**src/rtl/xsort_pkg.sv**
```systemverilog
// Shared constants, command/status structs and types for the exchange sorter.
package xsort_pkg;

    localparam int CAPACITY = 16;
    localparam int DATA_W   = 32;
    localparam int IDX_W    = $clog2(CAPACITY);
    localparam int CNT_W    = $clog2(CAPACITY + 1);

    // read address source for the element store
    typedef enum logic [1:0] {
        RD_I  = 2'd0,
        RD_I1 = 2'd1,
        RD_J1 = 2'd2,
        RD_K  = 2'd3
    } t_rd_src;

    typedef struct packed {
        logic    store;      // write the item if there is room, else set drop
        logic    clear_set;  // set is done: empty count and drop flag
        logic    rd_en;
        t_rd_src rd_src;
        logic    fetch;      // hold store[i] as pivot, j = i + 1
        logic    scan;       // compare pivot with store[j], swap, advance j
        logic    wback;      // write pivot back to store[i], advance i
        logic    out_load;   // load store[k] into the output register, advance k
    } t_cmd;

    typedef struct packed {
        logic             count_nz;
        logic             j_last;
        logic             i_last;
        logic             k_last;
        logic             out_free;
        logic [CNT_W-1:0] count;
    } t_stat;

endpackage

```
**src/rtl/xsort_ram.sv**
```systemverilog
// Generic single-write, single-read RAM with registered read data.
module xsort_ram #(
    parameter int WIDTH = 32,
    parameter int DEPTH = 16
) (
    input  logic                     i_clk,
    input  logic                     i_we,
    input  logic [$clog2(DEPTH)-1:0] i_waddr,
    input  logic [WIDTH-1:0]         i_wdata,
    input  logic                     i_re,
    input  logic [$clog2(DEPTH)-1:0] i_raddr,
    output logic [WIDTH-1:0]         o_rdata
);

    logic [WIDTH-1:0] r_mem [DEPTH];
    logic [WIDTH-1:0] r_rdata;

    always_ff @(posedge i_clk) begin
        if (i_we) begin
            r_mem[i_waddr] <= i_wdata;
        end
        if (i_re) begin
            r_rdata <= r_mem[i_raddr];
        end
    end

    assign o_rdata = r_rdata;

endmodule

```
**src/rtl/xsort_dp.sv**
```systemverilog
// Datapath: element store, set count, sort indices, pivot and output register.
module xsort_dp
    import xsort_pkg::*;
(
    input  logic              i_clk,
    input  logic              i_rst_n,
    input  t_cmd              i_cmd,
    output t_stat             o_stat,
    input  logic [DATA_W-1:0] i_value,
    input  logic              i_out_ready,
    output logic              o_out_valid,
    output logic [DATA_W-1:0] o_out_value,
    output logic              o_out_last,
    output logic              o_out_ovf
);

    logic [CNT_W-1:0]  r_count;
    logic              r_drop;
    logic [IDX_W-1:0]  r_i;
    logic [IDX_W-1:0]  r_j;
    logic [IDX_W-1:0]  r_k;
    logic [DATA_W-1:0] r_held;
    logic              r_ovalid;
    logic [DATA_W-1:0] r_odata;
    logic              r_olast;
    logic              r_oovf;

    logic              we;
    logic [IDX_W-1:0]  waddr;
    logic [DATA_W-1:0] wdata;
    logic [IDX_W-1:0]  raddr;
    logic [DATA_W-1:0] rdata;
    logic              room;
    logic              swap;

    assign room = r_count < CNT_W'(CAPACITY);
    assign swap = $signed(r_held) > $signed(rdata);

    always_comb begin
        we    = 1'b0;
        waddr = r_count[IDX_W-1:0];
        wdata = i_value;
        if (i_cmd.store) begin
            we = room;
        end else if (i_cmd.scan) begin
            we    = swap;
            waddr = r_j;
            wdata = r_held;
        end else if (i_cmd.wback) begin
            we    = 1'b1;
            waddr = r_i;
            wdata = r_held;
        end
    end

    always_comb begin
        case (i_cmd.rd_src)
            RD_I:    raddr = r_i;
            RD_I1:   raddr = r_i + IDX_W'(1);
            RD_J1:   raddr = r_j + IDX_W'(1);
            RD_K:    raddr = r_k;
            default: raddr = r_k;
        endcase
    end

    xsort_ram #(
        .WIDTH (DATA_W),
        .DEPTH (CAPACITY)
    ) u_store (
        .i_clk   (i_clk),
        .i_we    (we),
        .i_waddr (waddr),
        .i_wdata (wdata),
        .i_re    (i_cmd.rd_en),
        .i_raddr (raddr),
        .o_rdata (rdata)
    );

    always_ff @(posedge i_clk) begin
        if (!i_rst_n) begin
            r_count  <= '0;
            r_drop   <= 1'b0;
            r_i      <= '0;
            r_j      <= '0;
            r_k      <= '0;
            r_ovalid <= 1'b0;
        end else begin
            if (i_cmd.store) begin
                r_i <= '0;
                r_k <= '0;
                if (room) begin
                    r_count <= r_count + CNT_W'(1);
                end else begin
                    r_drop <= 1'b1;
                end
            end
            if (i_cmd.clear_set) begin
                r_count <= '0;
                r_drop  <= 1'b0;
            end
            if (i_cmd.fetch) begin
                r_j <= r_i + IDX_W'(1);
            end
            if (i_cmd.scan) begin
                r_j <= r_j + IDX_W'(1);
            end
            if (i_cmd.wback) begin
                r_i <= r_i + IDX_W'(1);
            end
            if (i_cmd.out_load) begin
                r_k      <= r_k + IDX_W'(1);
                r_ovalid <= 1'b1;
            end else if (i_out_ready) begin
                r_ovalid <= 1'b0;
            end
        end
    end

    // pivot follows the smaller value on every swap
    always_ff @(posedge i_clk) begin
        if (i_cmd.fetch || (i_cmd.scan && swap)) begin
            r_held <= rdata;
        end
        if (i_cmd.out_load) begin
            r_odata <= rdata;
            r_olast <= o_stat.k_last;
            r_oovf  <= r_drop;
        end
    end

    assign o_stat.count_nz = r_count != '0;
    assign o_stat.j_last   = CNT_W'(r_j) + CNT_W'(1) == r_count;
    assign o_stat.i_last   = CNT_W'(r_i) + CNT_W'(2) == r_count;
    assign o_stat.k_last   = CNT_W'(r_k) + CNT_W'(1) == r_count;
    assign o_stat.out_free = !r_ovalid || i_out_ready;
    assign o_stat.count    = r_count;

    assign o_out_valid = r_ovalid;
    assign o_out_value = r_odata;
    assign o_out_last  = r_olast;
    assign o_out_ovf   = r_oovf;

endmodule

```
**src/rtl/xsort_ctrl.sv**
```systemverilog
// Controller: load, compare-swap passes and emit sequencing.
module xsort_ctrl
    import xsort_pkg::*;
(
    input  logic  i_clk,
    input  logic  i_rst_n,
    input  logic  i_in_valid,
    input  logic  i_in_last,
    input  t_stat i_stat,
    output logic  o_in_ready,
    output t_cmd  o_cmd
);

    typedef enum logic [6:0] {
        S_LOAD    = 7'b0000001,
        S_PREP    = 7'b0000010,
        S_FETCH   = 7'b0000100,
        S_SCAN    = 7'b0001000,
        S_WBACK   = 7'b0010000,
        S_EMIT_RD = 7'b0100000,
        S_EMIT_LD = 7'b1000000
    } t_state;

    t_state r_state;
    t_state n_state;
    logic   accept;

    assign o_in_ready = r_state == S_LOAD;
    assign accept     = o_in_ready && i_in_valid;

    always_comb begin
        n_state = r_state;
        o_cmd   = '0;
        o_cmd.rd_src = RD_K;
        case (r_state)
            S_LOAD: begin
                o_cmd.store = accept;
                if (accept && i_in_last) begin
                    // a single element needs no pass
                    n_state = i_stat.count_nz ? S_PREP : S_EMIT_RD;
                end
            end
            S_PREP: begin
                o_cmd.rd_en  = 1'b1;
                o_cmd.rd_src = RD_I;
                n_state      = S_FETCH;
            end
            S_FETCH: begin
                o_cmd.fetch  = 1'b1;
                o_cmd.rd_en  = 1'b1;
                o_cmd.rd_src = RD_I1;
                n_state      = S_SCAN;
            end
            S_SCAN: begin
                o_cmd.scan   = 1'b1;
                o_cmd.rd_en  = !i_stat.j_last;
                o_cmd.rd_src = RD_J1;
                if (i_stat.j_last) begin
                    n_state = S_WBACK;
                end
            end
            S_WBACK: begin
                o_cmd.wback  = 1'b1;
                o_cmd.rd_en  = !i_stat.i_last;
                o_cmd.rd_src = RD_I1;
                n_state      = i_stat.i_last ? S_EMIT_RD : S_FETCH;
            end
            S_EMIT_RD: begin
                o_cmd.rd_en  = 1'b1;
                o_cmd.rd_src = RD_K;
                n_state      = S_EMIT_LD;
            end
            S_EMIT_LD: begin
                // hold read data until the output register frees up
                if (i_stat.out_free) begin
                    o_cmd.out_load = 1'b1;
                    if (i_stat.k_last) begin
                        o_cmd.clear_set = 1'b1;
                        n_state         = S_LOAD;
                    end else begin
                        n_state = S_EMIT_RD;
                    end
                end
            end
            default: begin
                n_state = S_LOAD;
            end
        endcase
    end

    always_ff @(posedge i_clk) begin
        if (!i_rst_n) begin
            r_state <= S_LOAD;
        end else begin
            r_state <= n_state;
        end
    end

endmodule

```
**src/rtl/ascending_exchange_sort.sv**
```systemverilog
// Top level of the exchange sorter: ports, controller, datapath and checks.
//
//  channel  dir  tdata                    tlast    tuser
//  s_axis   in   [31:0] sample_value      set_end  -
//  m_axis   out  [31:0] sorted_value      run_end  [0] overflowed
//
//  Load: one item per cycle. After the last item of a set the sort runs a pass
//  for each stored element but the last (fetch pivot, scan, write back), bound by
//  the single read and write port of the element store.
//  Emit: per result a store read, then an output register load that waits while
//  m_axis_tready is low. Items are accepted only between sets; the last result
//  may still wait in the output register when the next set starts loading.
//  Reset (i_rst_n low, synchronous) empties the set and the output register.
module ascending_exchange_sort
    import xsort_pkg::*;
(
    input  logic        i_clk,
    input  logic        i_rst_n,
    input  logic        s_axis_tvalid,
    output logic        s_axis_tready,
    input  logic [31:0] s_axis_tdata,   // [31:0] sample_value
    input  logic        s_axis_tlast,
    output logic        m_axis_tvalid,
    input  logic        m_axis_tready,
    output logic [31:0] m_axis_tdata,   // [31:0] sorted_value
    output logic        m_axis_tlast,
    output logic        m_axis_tuser    // [0] overflowed
);

    t_cmd  cmd;
    t_stat stat;

    xsort_ctrl u_ctrl (
        .i_clk      (i_clk),
        .i_rst_n    (i_rst_n),
        .i_in_valid (s_axis_tvalid),
        .i_in_last  (s_axis_tlast),
        .i_stat     (stat),
        .o_in_ready (s_axis_tready),
        .o_cmd      (cmd)
    );

    xsort_dp u_dp (
        .i_clk       (i_clk),
        .i_rst_n     (i_rst_n),
        .i_cmd       (cmd),
        .o_stat      (stat),
        .i_value     (s_axis_tdata),
        .i_out_ready (m_axis_tready),
        .o_out_valid (m_axis_tvalid),
        .o_out_value (m_axis_tdata),
        .o_out_last  (m_axis_tlast),
        .o_out_ovf   (m_axis_tuser)
    );

`ifndef SYNTHESIS
    a_count_bound: assert property (@(posedge i_clk) disable iff (!i_rst_n)
        stat.count <= CNT_W'(CAPACITY))
        else $error("set count beyond capacity");

    a_stop_after_last: assert property (@(posedge i_clk) disable iff (!i_rst_n)
        (s_axis_tvalid && s_axis_tready && s_axis_tlast) |=> !s_axis_tready)
        else $error("input still ready after the last item of a set");

    a_valid_from_load: assert property (@(posedge i_clk) disable iff (!i_rst_n)
        $rose(m_axis_tvalid) |-> $past(cmd.out_load))
        else $error("output valid without a result load");

    a_clear_on_last: assert property (@(posedge i_clk) disable iff (!i_rst_n)
        (cmd.out_load && stat.k_last) |=> (stat.count == '0 && s_axis_tready))
        else $error("set not cleared after its last result");
`endif

endmodule

```
**config.mk**
```make
export PLATFORM = sky130hd
export DESIGN_NAME = ascending_exchange_sort
export DESIGN_NICKNAME = d
export VERILOG_FILES = /design/src/rtl/xsort_pkg.sv /design/src/rtl/xsort_ram.sv /design/src/rtl/xsort_dp.sv /design/src/rtl/xsort_ctrl.sv /design/src/rtl/ascending_exchange_sort.sv
export SDC_FILE = /design/constraint.sdc
export NUM_CORES = 1
export LEC_CHECK = 0
export ABC_AREA = 1
export BUFFER_PORTS_ARGS = -buffer_cell sky130_fd_sc_hd__buf_2
export CORE_MARGIN = 3
export CORE_UTILIZATION = 44
export CTS_BUF_LIST = sky130_fd_sc_hd__clkbuf_4
export DETAILED_ROUTE_END_ITERATION = 7
export GPL_ROUTABILITY_DRIVEN = 0
export GPL_TIMING_DRIVEN = 0
export PLACE_DENSITY = 0.61
export SKIP_CTS_REPAIR_TIMING = 1
export SYNTH_ARGS = -nofsm -noshare
export SYNTH_HDL_FRONTEND = slang
export SYNTH_SLANG_ARGS = --single-unit
```
**constraint.sdc**
```tcl
create_clock -name i_clk -period 3.4 [get_ports i_clk]
set_input_delay 0.68 -clock i_clk [delete_from_list [all_inputs] [get_ports i_clk]]
set_output_delay 0.68 -clock i_clk [all_outputs]
set_load 0.01 [all_outputs]
```
# Yosys cells after proc, flatten, opt, wreduce, memory -nomap -nowiden
# Memory sizes are Yosys's and may differ from the RTL's. A register that Yosys moved wholly into a read port is not among the register bits.
# Cells that the tools add are included.
# word_totals
mem_bits_rw	512
reg_bits	92
memories	1
in_bits	37
out_inout_bits	36
wordCells	93
# classes
order_cmp	2
n_bitwise	2
reduce_logical	18
add_sub_neg	7
mux	36
eq_ne	16
# memory_table
name	depth	width	read_ports	rd_ports_with_merged_regs	wr	line_no	source
u_dp.u_store.r_mem	16	32	1	1	1	xsort_ram.sv:15	logic [WIDTH-1:0] r_mem [DEPTH];
# op_table
cell	n
two-way mux 32 bit	3
one-hot mux 7 bit (7 select lines)	1
greater-than comparator 32 bit	1
two-way mux 4 bit	8
two-way mux 7 bit	3
two-way mux 6 bit	3
two-way mux 1 bit	16
one-hot mux 4 bit (4 select lines)	1
equality test 5 bit	3
one-hot mux 3 bit (5 select lines)	1
adder 4 x 1 -> 4 bit, second input constant	3
adder 4 x 1 -> 5 bit, second input constant	2
nonzero test 2 bit	4
equality test 7 x 1 -> 1 bit, second input constant	1
equality test 7 x 2 -> 1 bit, second input constant	1
equality test 7 x 3 -> 1 bit, second input constant	1
equality test 7 x 4 -> 1 bit, second input constant	1
equality test 7 x 5 -> 1 bit, second input constant	1
equality test 7 x 6 -> 1 bit, second input constant	1
equality test 7 bit, second input constant	1
adder 4 x 2 -> 5 bit, second input constant	1
adder 5 x 1 -> 5 bit, second input constant	1
< comparator 5 bit, second input constant	1
nonzero test 5 bit	1
12 further kinds	21

# Logic depth before layout (Yosys ltp)
# Gate-level depths: netlist of the first run.
# depth
ltp_word	7
ltp_mapped	19

# Cells and area by module
# Synthesis of the first run repeated with hierarchy kept, for this count alone.
# hier_totals
cells_unflattened	2729
area_unflattened_um2	28230.8
# modules_own_cells
module	instances	cells_per_inst	area_per_inst_um2	seq_area_each_um2
xsort_ram	1	2120	23050.9	16335.7
xsort_dp	1	514	4581.9	2362.3
xsort_ctrl	1	95	598.1	140.1

# Worst setup path before layout of the first run
# No wires, ideal clock.
# synth_timing
path_type	register to register
start	register u_dp.u_store.r_rdata[31], in the netlist u_dp.u_store.o_rdata[31], read port of u_dp.u_store.r_mem
end	memory u_dp.u_store.r_mem[15][0] (enable)
arrival_ps	3058
t_required_ps	2979
period_less_slack_ps	3479
slack_ps	-79
stages_incl_launch_ff	14
path_cell_list	edfxtp_1 > inv_1 > ha_1 > a21oi_1 > o21a_1 > nand2_1 > a21oi_1 > nand2_1 > nand2_1 > nand4_1 > nand3_1 > buf_2 > nand2_1 > nor2_1
# synth_between
elab_chain_len	5
# synth_rtl
element	line_no	source
from (decl)	xsort_ram.sv:16	logic [WIDTH-1:0] r_rdata;
greater-than comparator 32 bit	xsort_dp.sv:37	assign swap = $signed(r_held) > $signed(rdata);
two-way mux 1 bit	xsort_dp.sv:45	end else if (i_cmd.scan) begin
two-way mux 1 bit	xsort_dp.sv:43	if (i_cmd.store) begin
two-way mux 1 bit	xsort_ram.sv:19	if (i_we) begin
two-way mux 1 bit (implied by the code)	xsort_ram.sv:20	r_mem[i_waddr] <= i_wdata;
to (decl)	xsort_ram.sv:15	
# Every way passes these cells.

# Worst setup path after layout of the first run
# layout_timing
start	register u_dp.r_i[1]
end	register u_dp.u_store.r_rdata[2], in the netlist u_dp.u_store.o_rdata[2], read port of u_dp.u_store.r_mem, data pin
# layout_between
elab_chain_len	4
word_cells_on_any_way	6
cone_classes	2 x add/sub; 1 x eq/ne; 2 x mux; 1 x reduce/logical
# layout_rtl
element	line_no	source
from (decl)	xsort_dp.sv:19	logic [IDX_W-1:0] r_i;
from (signal assigned)	xsort_dp.sv:108	r_i <= r_i + IDX_W'(1);
adder 4 x 2 -> 5 bit	xsort_dp.sv:133	assign o_stat.i_last = CNT_W'(r_i) + CNT_W'(2) == r_count;
equality test 5 bit	xsort_dp.sv:133	
zero test 1 bit	xsort_ctrl.sv:64	o_cmd.rd_en = !i_stat.i_last;
one-hot mux 3 bit (5 select lines)	xsort_ctrl.sv:35	case (r_state)
# Parallel ways exist; a longest one is shown, timed or not.
# A chain may end at the register's enable or synchronous reset.

==> run_results.csv, run 1 <==
group,metric,value,unit
status,status,"complete, no violations",
setup_path,max_stage_delay,0.62,ns
power_and_ir_drop,vdd_drop_max,218,uV
setup_path,reg2reg_depth,11,
power_and_ir_drop,p_leak,13.7,nW
setup_path,crit_path_top_delay_cell,"o21ai_1",
logic_synthesis,ys_ff_latch,636,
die,placement_rows,91,
sta,fin_crit,3.28,ns
setup_path,cp_num_buf_inv,3,
global_routing,grt_max_degree,33,
clock_tree,insertion_delay,0.97,ns
logic_synthesis,synth_area,27900,um^2
die,initial_core_util,44.8,%
setup_path,cp_data_required_time,4.07,ns
logic_synthesis,synth_commonest_cells,"872 x nand2_1, 610 x edfxtp_1, 450 x inv_1",
clock_tree,path_clk_slew,0.06,ns
setup_path,critical_path.top_delay_family,"compound AO/OA/AOI/OAI gates",
setup_path,critPathKind,"flip-flop to flip-flop",
placement,dpl.hpwl,50.3,mm
logic_synthesis,yosys.area.top_type,"edfxtp_1",
logic_synthesis,ys_types,38,
route,num_vias,19730,
route,dr.pass1.iters,5,
clock_tree,numCtsBuffers,159,
sta,worst_pin_slew,1.13,ns
setup_path,arrival,3.95,ns
logic_synthesis,yosysTopAreaCellShare,65.7,%
sta,maxSlewHeadroom,24.2,%
die,fp.dieW,258,um
layout,fin_util,51.7,%
clock_tree,h-tree-depth,4,
logic_synthesis,synthTopCellsByArea,"edfxtp_1 66%, nand2_1 12%, nand3_1 6.7%",
job,drv_cap,0,
sta,post-route-period-util,96.4,%
die,io_pins,73,
die,die_area,66400,um^2
layout,nets,3033,
logic_synthesis,synth_seq_area_share,67.6,%
global_routing,antenna_found_initial,4,
logic_synthesis,syn_nets,2757,
route,finalWirelength,76.4,mm
die,die_h,258,um
clock_tree,root_buffer,"clkbuf_4",
logic_synthesis,ys.warnings.count,0,
sta,setup_viol,0,
clock_tree,clock_path_buffers,3,
logic_synthesis,yosysMostFrequentCell,"nand2_1",
worst_hold_path,holdCritPathClass,"input pin to flip-flop",
route,drc,0,
clock_tree,clkSinkCount,636,
logic_synthesis,ys_async_sr_fraction,0,%
layout,fill_cells,5522,
sta,hold_violations,0,
placement,portBuffers,72,
setup_path,endpoint_kind,"flip-flop",
route,drt-initial-drc-count,1991,
logic_synthesis,ys.flop_type,"edfxtp_1",
global_routing,grt_pass1_vias,18856,
logic_synthesis,synth_edf_count,610,
logic_synthesis,syn_inst,2682,
setup_path,cp_cell_sequence,"ha_1 -> or2_2 -> o211ai_1 -> inv_1 -> a21oi_1 -> o211ai_1 -> o21ai_1 -> inv_1 -> buf_2 -> nand3_1 -> nand2_1",
die,coreArea,62200,um^2
logic_synthesis,postSynthAreaPerCell,10.4,um^2
setup_path,path_max_fanout,10,
global_routing,gr-total-overflow,0,
global_routing,gr-usage-all-layers,22.9,%
global_routing,grt_pass1_wl,113,mm
layout,drive_above_1_share,16.2,%
sta,fin_skew,0.0516,ns
route,drtAntennaViolNets,0,
worst_hold_path,hold_depth,5,
sta,fmax,305,MHz
route,vias_per_cell,5.04,
sta,whs,0.0685,ns
setup_path,cp_num_cells,11,
clock_tree,cts_tree,"yes",
power_and_ir_drop,power_density,537,nW/um^2
setup_path,cp-start-kind,"flip-flop",
layout,syn_to_final_growth,15.3,%
route,routedWlPerCell,19.5,um
sta,maxSlewViolCount,0,
-- state kept, by name, summed over array words and instances, names as in the netlist --
register              count
u_dp.o_out_value         32
u_dp.o_out_last           1
u_ctrl.r_state            7
u_dp.r_j                  4
u_dp.r_drop               1
u_dp.o_out_valid          1
u_dp.u_store.r_mem      512
u_dp.r_count              5
u_dp.o_out_ovf            1
u_dp.r_k                  4
u_dp.u_store.o_rdata     32
u_dp.r_i                  4
u_dp.r_held              32
-- final cells by class --
| cell class | instances | area [um^2] | area share (%) |
|---|---|---|---|
| Antenna cell | 3 | 7.51 | 0.0234 |
| Buffer | 115 | 621 | 1.93 |
| Clock buffer | 228 | 1710 | 5.33 |
| Clock inverter | 46 | 218 | 0.678 |
| Inverter | 456 | 1740 | 5.41 |
| Multi-Input combinational cell | 1475 | 6830 | 21.2 |
| Sequential cell | 636 | 18800 | 58.6 |
| Tap cell | 837 | 1050 | 3.26 |
| Timing Repair Buffer | 115 | 1120 | 3.47 |
-- placed cells by master, fill, tap and decap left out, types with 31 or more instances in the layout --
cell type / instances
ha_1: 37
nor2_1: 34
inv_1: 443
clkinv_1: 32
a21oi_1: 34
buf_4: 31
nand2_1: 870
clkbuf_4: 229
nand3_1: 370
o21ai_0: 42
edfxtp_1: 610
buf_2: 139
-- layer usage --
layer / up-vias / global-route usage, % / part of all wire, %
met1: 9386 / 29.7 / 42
met2: 814 / 37.2 / 48
met5: - / 0 / 0.017
li1: 9394 / - / -
met3: 134 / 5.66 / 8.3
met4: 2 / 8.82 / 2.6
-- path summary, 6_finish.rpt --
path                                               start                                 to  slack [ns]
worst max-delay path            u_dp.r_i[1]$_SDFFE_PN0P_  u_dp.u_store.o_rdata[2]$_DFFE_PP_        0.12
worst min-delay path                       s_axis_tvalid           u_dp.r_drop$_SDFFE_PP0P_        0.07
worst max register to register  u_dp.r_i[1]$_SDFFE_PN0P_  u_dp.u_store.o_rdata[2]$_DFFE_PP_        0.12
worst min register to register  u_dp.r_drop$_SDFFE_PP0P_           u_dp.o_out_ovf$_DFFE_PP_        0.43
-- logic make-up after synthesis --
logic type	synth area share [%]
simple gates	20.0
flops	67.6
buf+inv	8.33
compound gates	1.85
fa+ha+maj	1.71
xor+xnor	0.534
-- tightest hold or removal path, stage by stage --
cell	delay (ns)
buf_2	0.10
inv_1	0.04
nor2_1	0.05
nand2_1	0.05
a21oi_1	0.05
-- per-stage QoR --
| stage | setup TNS [ns] | power, W | setup slack (ns) | area [um^2] | cells |
|---|---|---|---|---|---|
| after CTS | -164.11 | 0.0173 | -0.783 | 31700 | 3886 |
| after detailed placement | -162.45 | 0.0112 | -0.752 | 29800 | 3612 |
| final | 0 | 0.0173 | 0.124 | 32100 | 3911 |
| after global placement | -968.48 | 0.0110 | -3.10 | 29300 | 3591 |
| after global routing | -0.207 | 0.0181 | -0.0230 | 32100 | 3910 |
| after floorplan | -7.55 | 0.0104 | -0.0787 | 27900 | 2682 |
-- power by group --
group	total (W)	switching [W]	internal, W
clock	0.00615	0.00301	0.00315
combinational	0.00198	0.00136	0.000622
sequential	0.00912	0.000106	0.00901
total	0.0173	0.00447	0.0128
(Power assumes the default switching activity.)
==> run 2, diff against run 1 <==
- ABC_AREA: 1 -> unset
==> run 2 against run 1 <==
Net effect: the run now ends with negative setup slack left; first-iteration DRC count grew 2.3%; sequential power grew 1%; worst hold slack lost 0.036 ns; register-to-register slack lost 0.23 ns; non-clock buffer count grew 89; utilization grew 3.5 points; global-route usage grew 0.71 points; cell area grew 1.8%; sequential share of layout area shrank 0.99 points; clock-buffer cell count grew 4; largest power group unchanged.
==> run_results.csv, run 2 <==
group,metric,value,unit
power_and_ir_drop,power,0.0185,W
logic_synthesis,yosys.area.top_type,"edfxtp_1",
sta,fin_setup_tns,-9.43,ns
logic_synthesis,ys_types,71,
route,dr.pass1.iters,6,
setup_path,cp_data_required_time,4.18,ns
clock_tree,insertion_delay,1.05,ns
layout,final_common_cell,"nand2_1",
setup_path,worstReg2RegStart,"u_dp.u_store.o_rdata[11]$_DFFE_PP_",
global_routing,grt_max_degree,28,
layout,drive_above_1_share,25.4,%
sta,fmax,285,MHz
logic_synthesis,yosys.area_share.simple,15.4,%
status,failed_checks,"negative setup slack",
global_routing,gr-usage-all-layers,23.6,%
sta,worst_pin_slew,1.01,ns
route,routedWlPerCell,23.6,um
logic_synthesis,synth_seq_area_share,71.2,%
global_routing,gr-total-overflow,0,
power_and_ir_drop,vdd_drop_max,340,uV
logic_synthesis,synth_area,26500,um^2
sta,post-route-period-util,103,%
logic_synthesis,ys.flop_type,"edfxtp_1",
setup_path,cp-startpoint,"u_dp.u_store.o_rdata[11]$_DFFE_PP_",
sta,fin_crit,3.51,ns
layout,layout_common_cells,"642 x nand2_1, 610 x edfxtp_1, 260 x clkbuf_4",
worst_hold_path,holdCritPathClass,"input pin to flip-flop",
power_and_ir_drop,combinationalPowerShare,15.4,%
die,coreArea,59200,um^2
setup_path,cp-start-kind,"flip-flop",
global_routing,grt_pass1_vias,17502,
clock_tree,root_buffer,"clkbuf_4",
logic_synthesis,yosysTopAreaCellShare,69.2,%
power_and_ir_drop,switching_power,0.00505,W
setup_path,path_max_fanout,7,
logic_synthesis,syn_inst,2074,
clock_tree,numCtsBuffers,162,
sta,fin_skew,0.0631,ns
logic_synthesis,synth_compound_area_share,6.65,%
global_routing,antenna_found_initial,2,
die,die_area,63100,um^2
layout,fin_util,55.2,%
clock_tree,path_clk_slew,0.06,ns
power_and_ir_drop,p_int,0.0135,W
route,finalWirelength,78.4,mm
sta,rsz0062_at_grt,"yes",
setup_path,endpoint_kind,"flip-flop",
sta,maxSlewViolCount,0,
route,num_vias,18628,
route,drt-initial-drc-count,2036,
layout,largest_reg_flops,512,
logic_synthesis,postSynthAreaPerCell,12.8,um^2
die,io_pins,73,
placement,dpl.hpwl,51.5,mm
logic_synthesis,synth_xor_area_share,0.761,%
clock_tree,clock_path_buffers,3,
sta,maxSlewHeadroom,32.5,%
global_routing,grt_pass1_wl,109,mm
layout,nets,2517,
die,initial_core_util,44.7,%
status,status,"finished, violations left",
route,drtAntennaViolNets,0,
layout,syn_to_final_growth,23.5,%
power_and_ir_drop,power_density,566,nW/um^2
route,drc,0,
worst_hold_path,hp-start,"i_rst_n",
die,fp.dieW,251,um
route,vias_per_cell,5.60,
sta,setup_viol,293,
placement,placed_cell_area,28900,um^2
logic_synthesis,syn_nets,2149,
logic_synthesis,ys.warnings.count,0,
logic_synthesis,yosysMostFrequentCell,"nand2_1",
logic_synthesis,synth_edf_count,610,
clock_tree,clkSinkCount,636,
setup_path,critPathKind,"flip-flop to flip-flop",
power_and_ir_drop,switching_share,27.3,%
die,placement_rows,89,
power_and_ir_drop,power.clock.fraction,34.8,%
logic_synthesis,synthTopCellsByArea,"edfxtp_1 69%, nand2_1 9.3%, o211ai_1 2.9%",
layout,finish.instance_area,32700,um^2
power_and_ir_drop,seq_power_share,49.8,%
job,drv_cap,0,
logic_synthesis,ys_ff_latch,636,
die,die_h,251,um
power_and_ir_drop,p_leak,11.9,nW
logic_synthesis,synthAdderAreaFrac,1.80,%
clock_tree,cts_tree,"yes",
placement,portBuffers,72,
logic_synthesis,synth_top_family_by_area,"simple AND/OR/NAND/NOR gates",
logic_synthesis,synth_commonest_cells,"656 x nand2_1, 610 x edfxtp_1, 110 x nand3_1",
logic_synthesis,ys_async_sr_fraction,0,%
setup_path,arrival,4.28,ns
layout,regMostFlops,"u_dp.u_store.r_mem",
sta,setup_ws,-0.108,ns
logic_synthesis,muxShareOfSynthArea,1.83,%
clock_tree,h-tree-depth,4,
sta,hold_violations,0,
[run 2: cell types whose count changed after synthesis, sizes merged, moves of 35 or more]
cell / change
inv: -417
buf: -53
nand3: -262
nand2: -219
o211ai: +102
mux2i: +35
clkbuf: +53
[run 2: layout make-up]
class / count / area, um^2
Multi-Input combinational cell: 1284 / 7570
Inverter: 39 / 146
Antenna cell: 3 / 7.51
Buffer: 110 / 728
Sequential cell: 636 / 18800
Clock buffer: 232 / 1740
Fill cell: 4852 / 26600
Timing Repair Buffer: 209 / 2410
Clock inverter: 42 / 265
Tap cell: 773 / 967
[run 2: metal layers]
layer	vias up	share of wire [%]	global-route usage (%)
li1	8428	-	-
met1	9131	40	30.8
met2	923	49	38.7
met3	146	8.9	5.36
met4	0	2.7	9.15
met5	-	0	0
[run 2: cells by family (layout without fill, tap and decap cells)]
logic type               count (synthesis)  count (layout)
AO/OA/AOI/OAI                          235             235
XOR/XNOR                                23              23
adder cells (fa/ha/maj)                 38              38
buffers and inverters                  154             632
flip-flops                             636             636
multiplexers                            47              47
other                                    0               3
AND/OR/NAND/NOR                        941             941
[run 2: worst max-delay path, cell delays in order, from the launching register on]
cell       delay (ns)
edfxtp_1         0.49
inv_1            0.13
ha_4             0.29
nand4_1          0.11
nor2_1           0.20
nand2_1          0.14
or2_4            0.27
o311ai_4         0.39
o22ai_4          0.16
a31oi_4          0.37
clkbuf_16        0.25
nor3_4           0.06
clkbuf_16        0.20
clkbuf_16        0.19
[run 2: power by group through the flow]
stage	sequential, W	clock, W	combinational (W)
after floorplan	0.00934	0	0.00153
after global placement	0.00939	0	0.00230
after detailed placement	0.00938	0	0.00246
after CTS	0.00922	0.00656	0.00247
after global routing	0.00924	0.00699	0.00307
final	0.00922	0.00644	0.00285
[run 2: worst paths after layout]
check / end / slack [ns] / cells after the start
setup / recovery: u_dp.u_store.r_mem[6][9]$_DFFE_PP_ / -0.11 / 13
hold / removal: u_dp.r_i[2]$_SDFFE_PN0P_ / 0.03 / 2
hold reg to reg: u_dp.o_out_ovf$_DFFE_PP_ / 0.44 / 0
setup reg to reg: u_dp.u_store.r_mem[6][9]$_DFFE_PP_ / -0.11 / 13
[run 2: stage by stage]
stage          worst slack, ns  hold WS [ns]  cells
2_1_floorplan           -0.267         0.409   2074
3_3_place_gp             -2.81         0.419   2919
3_5_place_dp             -1.92         0.416   2954
4_1_cts                  -1.93        -0.118   3228
5_1_grt                 -0.126      -0.00710   3327
6_report                -0.108        0.0326   3328
==> run 3, diff against run 2 <==
- SETUP_SLACK_MARGIN: unset -> 0.1
==> run 3 against run 2 <==
Net effect: the flow still finishes with violations (negative setup slack); highest routed layer unchanged; first-iteration DRC count is essentially flat; cell count increased by 0.45%; sequential share of layout area is 0.42 points lower; worst hold slack barely moved; clock skew fell by 0.0035 ns.
==> run_results.csv, run 3 (synthesis results as in run 2) <==
group,metric,value,unit
power_and_ir_drop,combinationalPowerShare,15.6,%
die,initial_core_util,44.7,%
clock_tree,insertion_delay,1.05,ns
die,placement_rows,89,
clock_tree,h-tree-depth,4,
layout,fill_cells,4817,
clock_tree,cts_tree,"yes",
layout,drive_above_1_share,25.3,%
power_and_ir_drop,seq_power_share,49.7,%
sta,fin_skew,0.0596,ns
job,drv_cap,0,
placement,placed_cell_area,28900,um^2
clock_tree,numCtsBuffers,162,
placement,portBuffers,72,
route,finalWirelength,79.6,mm
sta,setup_ws,-0.167,ns
layout,stdcell_count,3343,
status,status,"finished, violations left",
power_and_ir_drop,vdd_drop_max,340,uV
power_and_ir_drop,p_leak,12.1,nW
die,io_pins,73,
sta,rsz0062_at_grt,"yes",
route,drt-initial-drc-count,2034,
placement,dpl.cell_count,2954,
power_and_ir_drop,p_int,0.0135,W
setup_path,endpoint_kind,"flip-flop",
route,vias_per_cell,5.57,
route,routedWlPerCell,23.8,um
setup_path,cp-start-kind,"flip-flop",
layout,layout_common_cells,"641 x nand2_1, 610 x edfxtp_1, 260 x clkbuf_4",
die,die_h,251,um
clock_tree,root_buffer,"clkbuf_4",
power_and_ir_drop,switching_power,0.00508,W
setup_path,path_max_fanout,8,
layout,finish.instance_area,32900,um^2
layout,final_common_cell,"nand2_1",
power_and_ir_drop,switching_share,27.4,%
sta,fin_setup_tns,-26.88,ns
setup_path,max_stage_delay,0.58,ns
die,coreArea,59200,um^2
sta,fmax,280,MHz
sta,hold_violations,0,
status,failed_checks,"negative setup slack",
sta,setup_viol,420,
setup_path,cp_data_required_time,4.13,ns
setup_path,cp_common_cell,"clkbuf_16",
route,dr.pass1.iters,6,
sta,fin_crit,3.57,ns
sta,maxSlewViolCount,0,
placement,pre_cts_ws,-1.92,ns
global_routing,antenna_found_initial,2,
power_and_ir_drop,power.clock.fraction,34.7,%
clock_tree,path_clk_slew,0.07,ns
layout,largest_reg_flops,512,
global_routing,grt_max_degree,28,
sta,worst_pin_slew,1.02,ns
route,num_vias,18611,
setup_path,crit_path_top_delay_cell,"or4_4",
sta,maxSlewHeadroom,31.7,%
die,fp.dieW,251,um
route,drtAntennaViolNets,0,
setup_path,critPathKind,"flip-flop to flip-flop",
layout,nets,2530,
sta,post-route-period-util,105,%
setup_path,arrival,4.30,ns
global_routing,gr-total-overflow,0,
global_routing,gr-usage-all-layers,23.6,%
global_routing,grt_pass1_vias,17502,
layout,syn_to_final_growth,24.3,%
die,die_area,63100,um^2
power_and_ir_drop,power_density,564,nW/um^2
route,drc,0,
global_routing,grt_pass1_wl,109,mm
layout,regMostFlops,"u_dp.u_store.r_mem",
clock_tree,clkSinkCount,636,
clock_tree,clock_path_buffers,3,
setup_path,cp_cell_sequence,"buf_6 -> or4_4 -> or4b_4 -> buf_12 -> nand2_8 -> o311ai_4 -> o22ai_4 -> a31oi_4 -> clkbuf_16 -> nor3_4 -> clkbuf_16 -> clkbuf_16",
worst_hold_path,holdCritPathClass,"input pin to flip-flop",
placement,dpl.hpwl,51.5,mm
-- run 3: layout make-up --
cell class	instances	area, um^2	area share (%)
Antenna cell	5	12.5	0.0380
Buffer	113	736	2.24
Clock buffer	232	1740	5.29
Clock inverter	42	265	0.806
Inverter	39	146	0.445
Multi-Input combinational cell	1284	7540	22.9
Sequential cell	636	18800	57.2
Tap cell	773	967	2.94
Timing Repair Buffer	219	2670	8.12
-- run 3: worst paths after layout --
kind                             startpoint                            endpoint  slack, ns  cells after the start
max          u_ctrl.r_state[2]$_SDFFE_PN0P_  u_dp.u_store.r_mem[6][6]$_DFFE_PP_      -0.17                     12
min                                 i_rst_n            u_dp.r_i[2]$_SDFFE_PN0P_       0.03                      2
min reg2reg        u_dp.r_drop$_SDFFE_PP0P_            u_dp.o_out_ovf$_DFFE_PP_       0.44                      0
max reg2reg  u_ctrl.r_state[2]$_SDFFE_PN0P_  u_dp.u_store.r_mem[6][6]$_DFFE_PP_      -0.17                     12
-- run 3: metrics by stage --
step                      power, W  utilization [%]  hold WS [ns]
after global routing        0.0193             55.6      -0.00305
after CTS                   0.0183             52.2        -0.118
after floorplan             0.0109                -         0.409
final                       0.0186             55.6        0.0331
after global placement      0.0117             47.4         0.419
after detailed placement    0.0118             48.8         0.416
-- run 3: routing by layer --
layer	GRT usage [%]	up-vias	share of wire [%]
met4	9.15	0	3.8
li1	-	8448	-
met1	30.8	9053	39
met5	0	-	0
met2	38.7	928	48
met3	5.36	182	8.9
-- run 3: critical path: cells and delay by family (launching register included) --
kind / cells / cell delay, ns
AO/OA/AOI/OAI: 3 / 0.49
flip-flops: 1 / 0.33
buffers and inverters: 5 / 0.92
AND/OR/NAND/NOR: 4 / 1.50
-- run 3: power groups by stage --
stage | clock network, W | logic [W] | registers (W)
after detailed placement | 0 | 0.00246 | 0.00938
after CTS | 0.00656 | 0.00247 | 0.00922
final | 0.00645 | 0.00290 | 0.00922
after floorplan | 0 | 0.00153 | 0.00934
after global routing | 0.00699 | 0.00312 | 0.00924
after global placement | 0 | 0.00230 | 0.00939
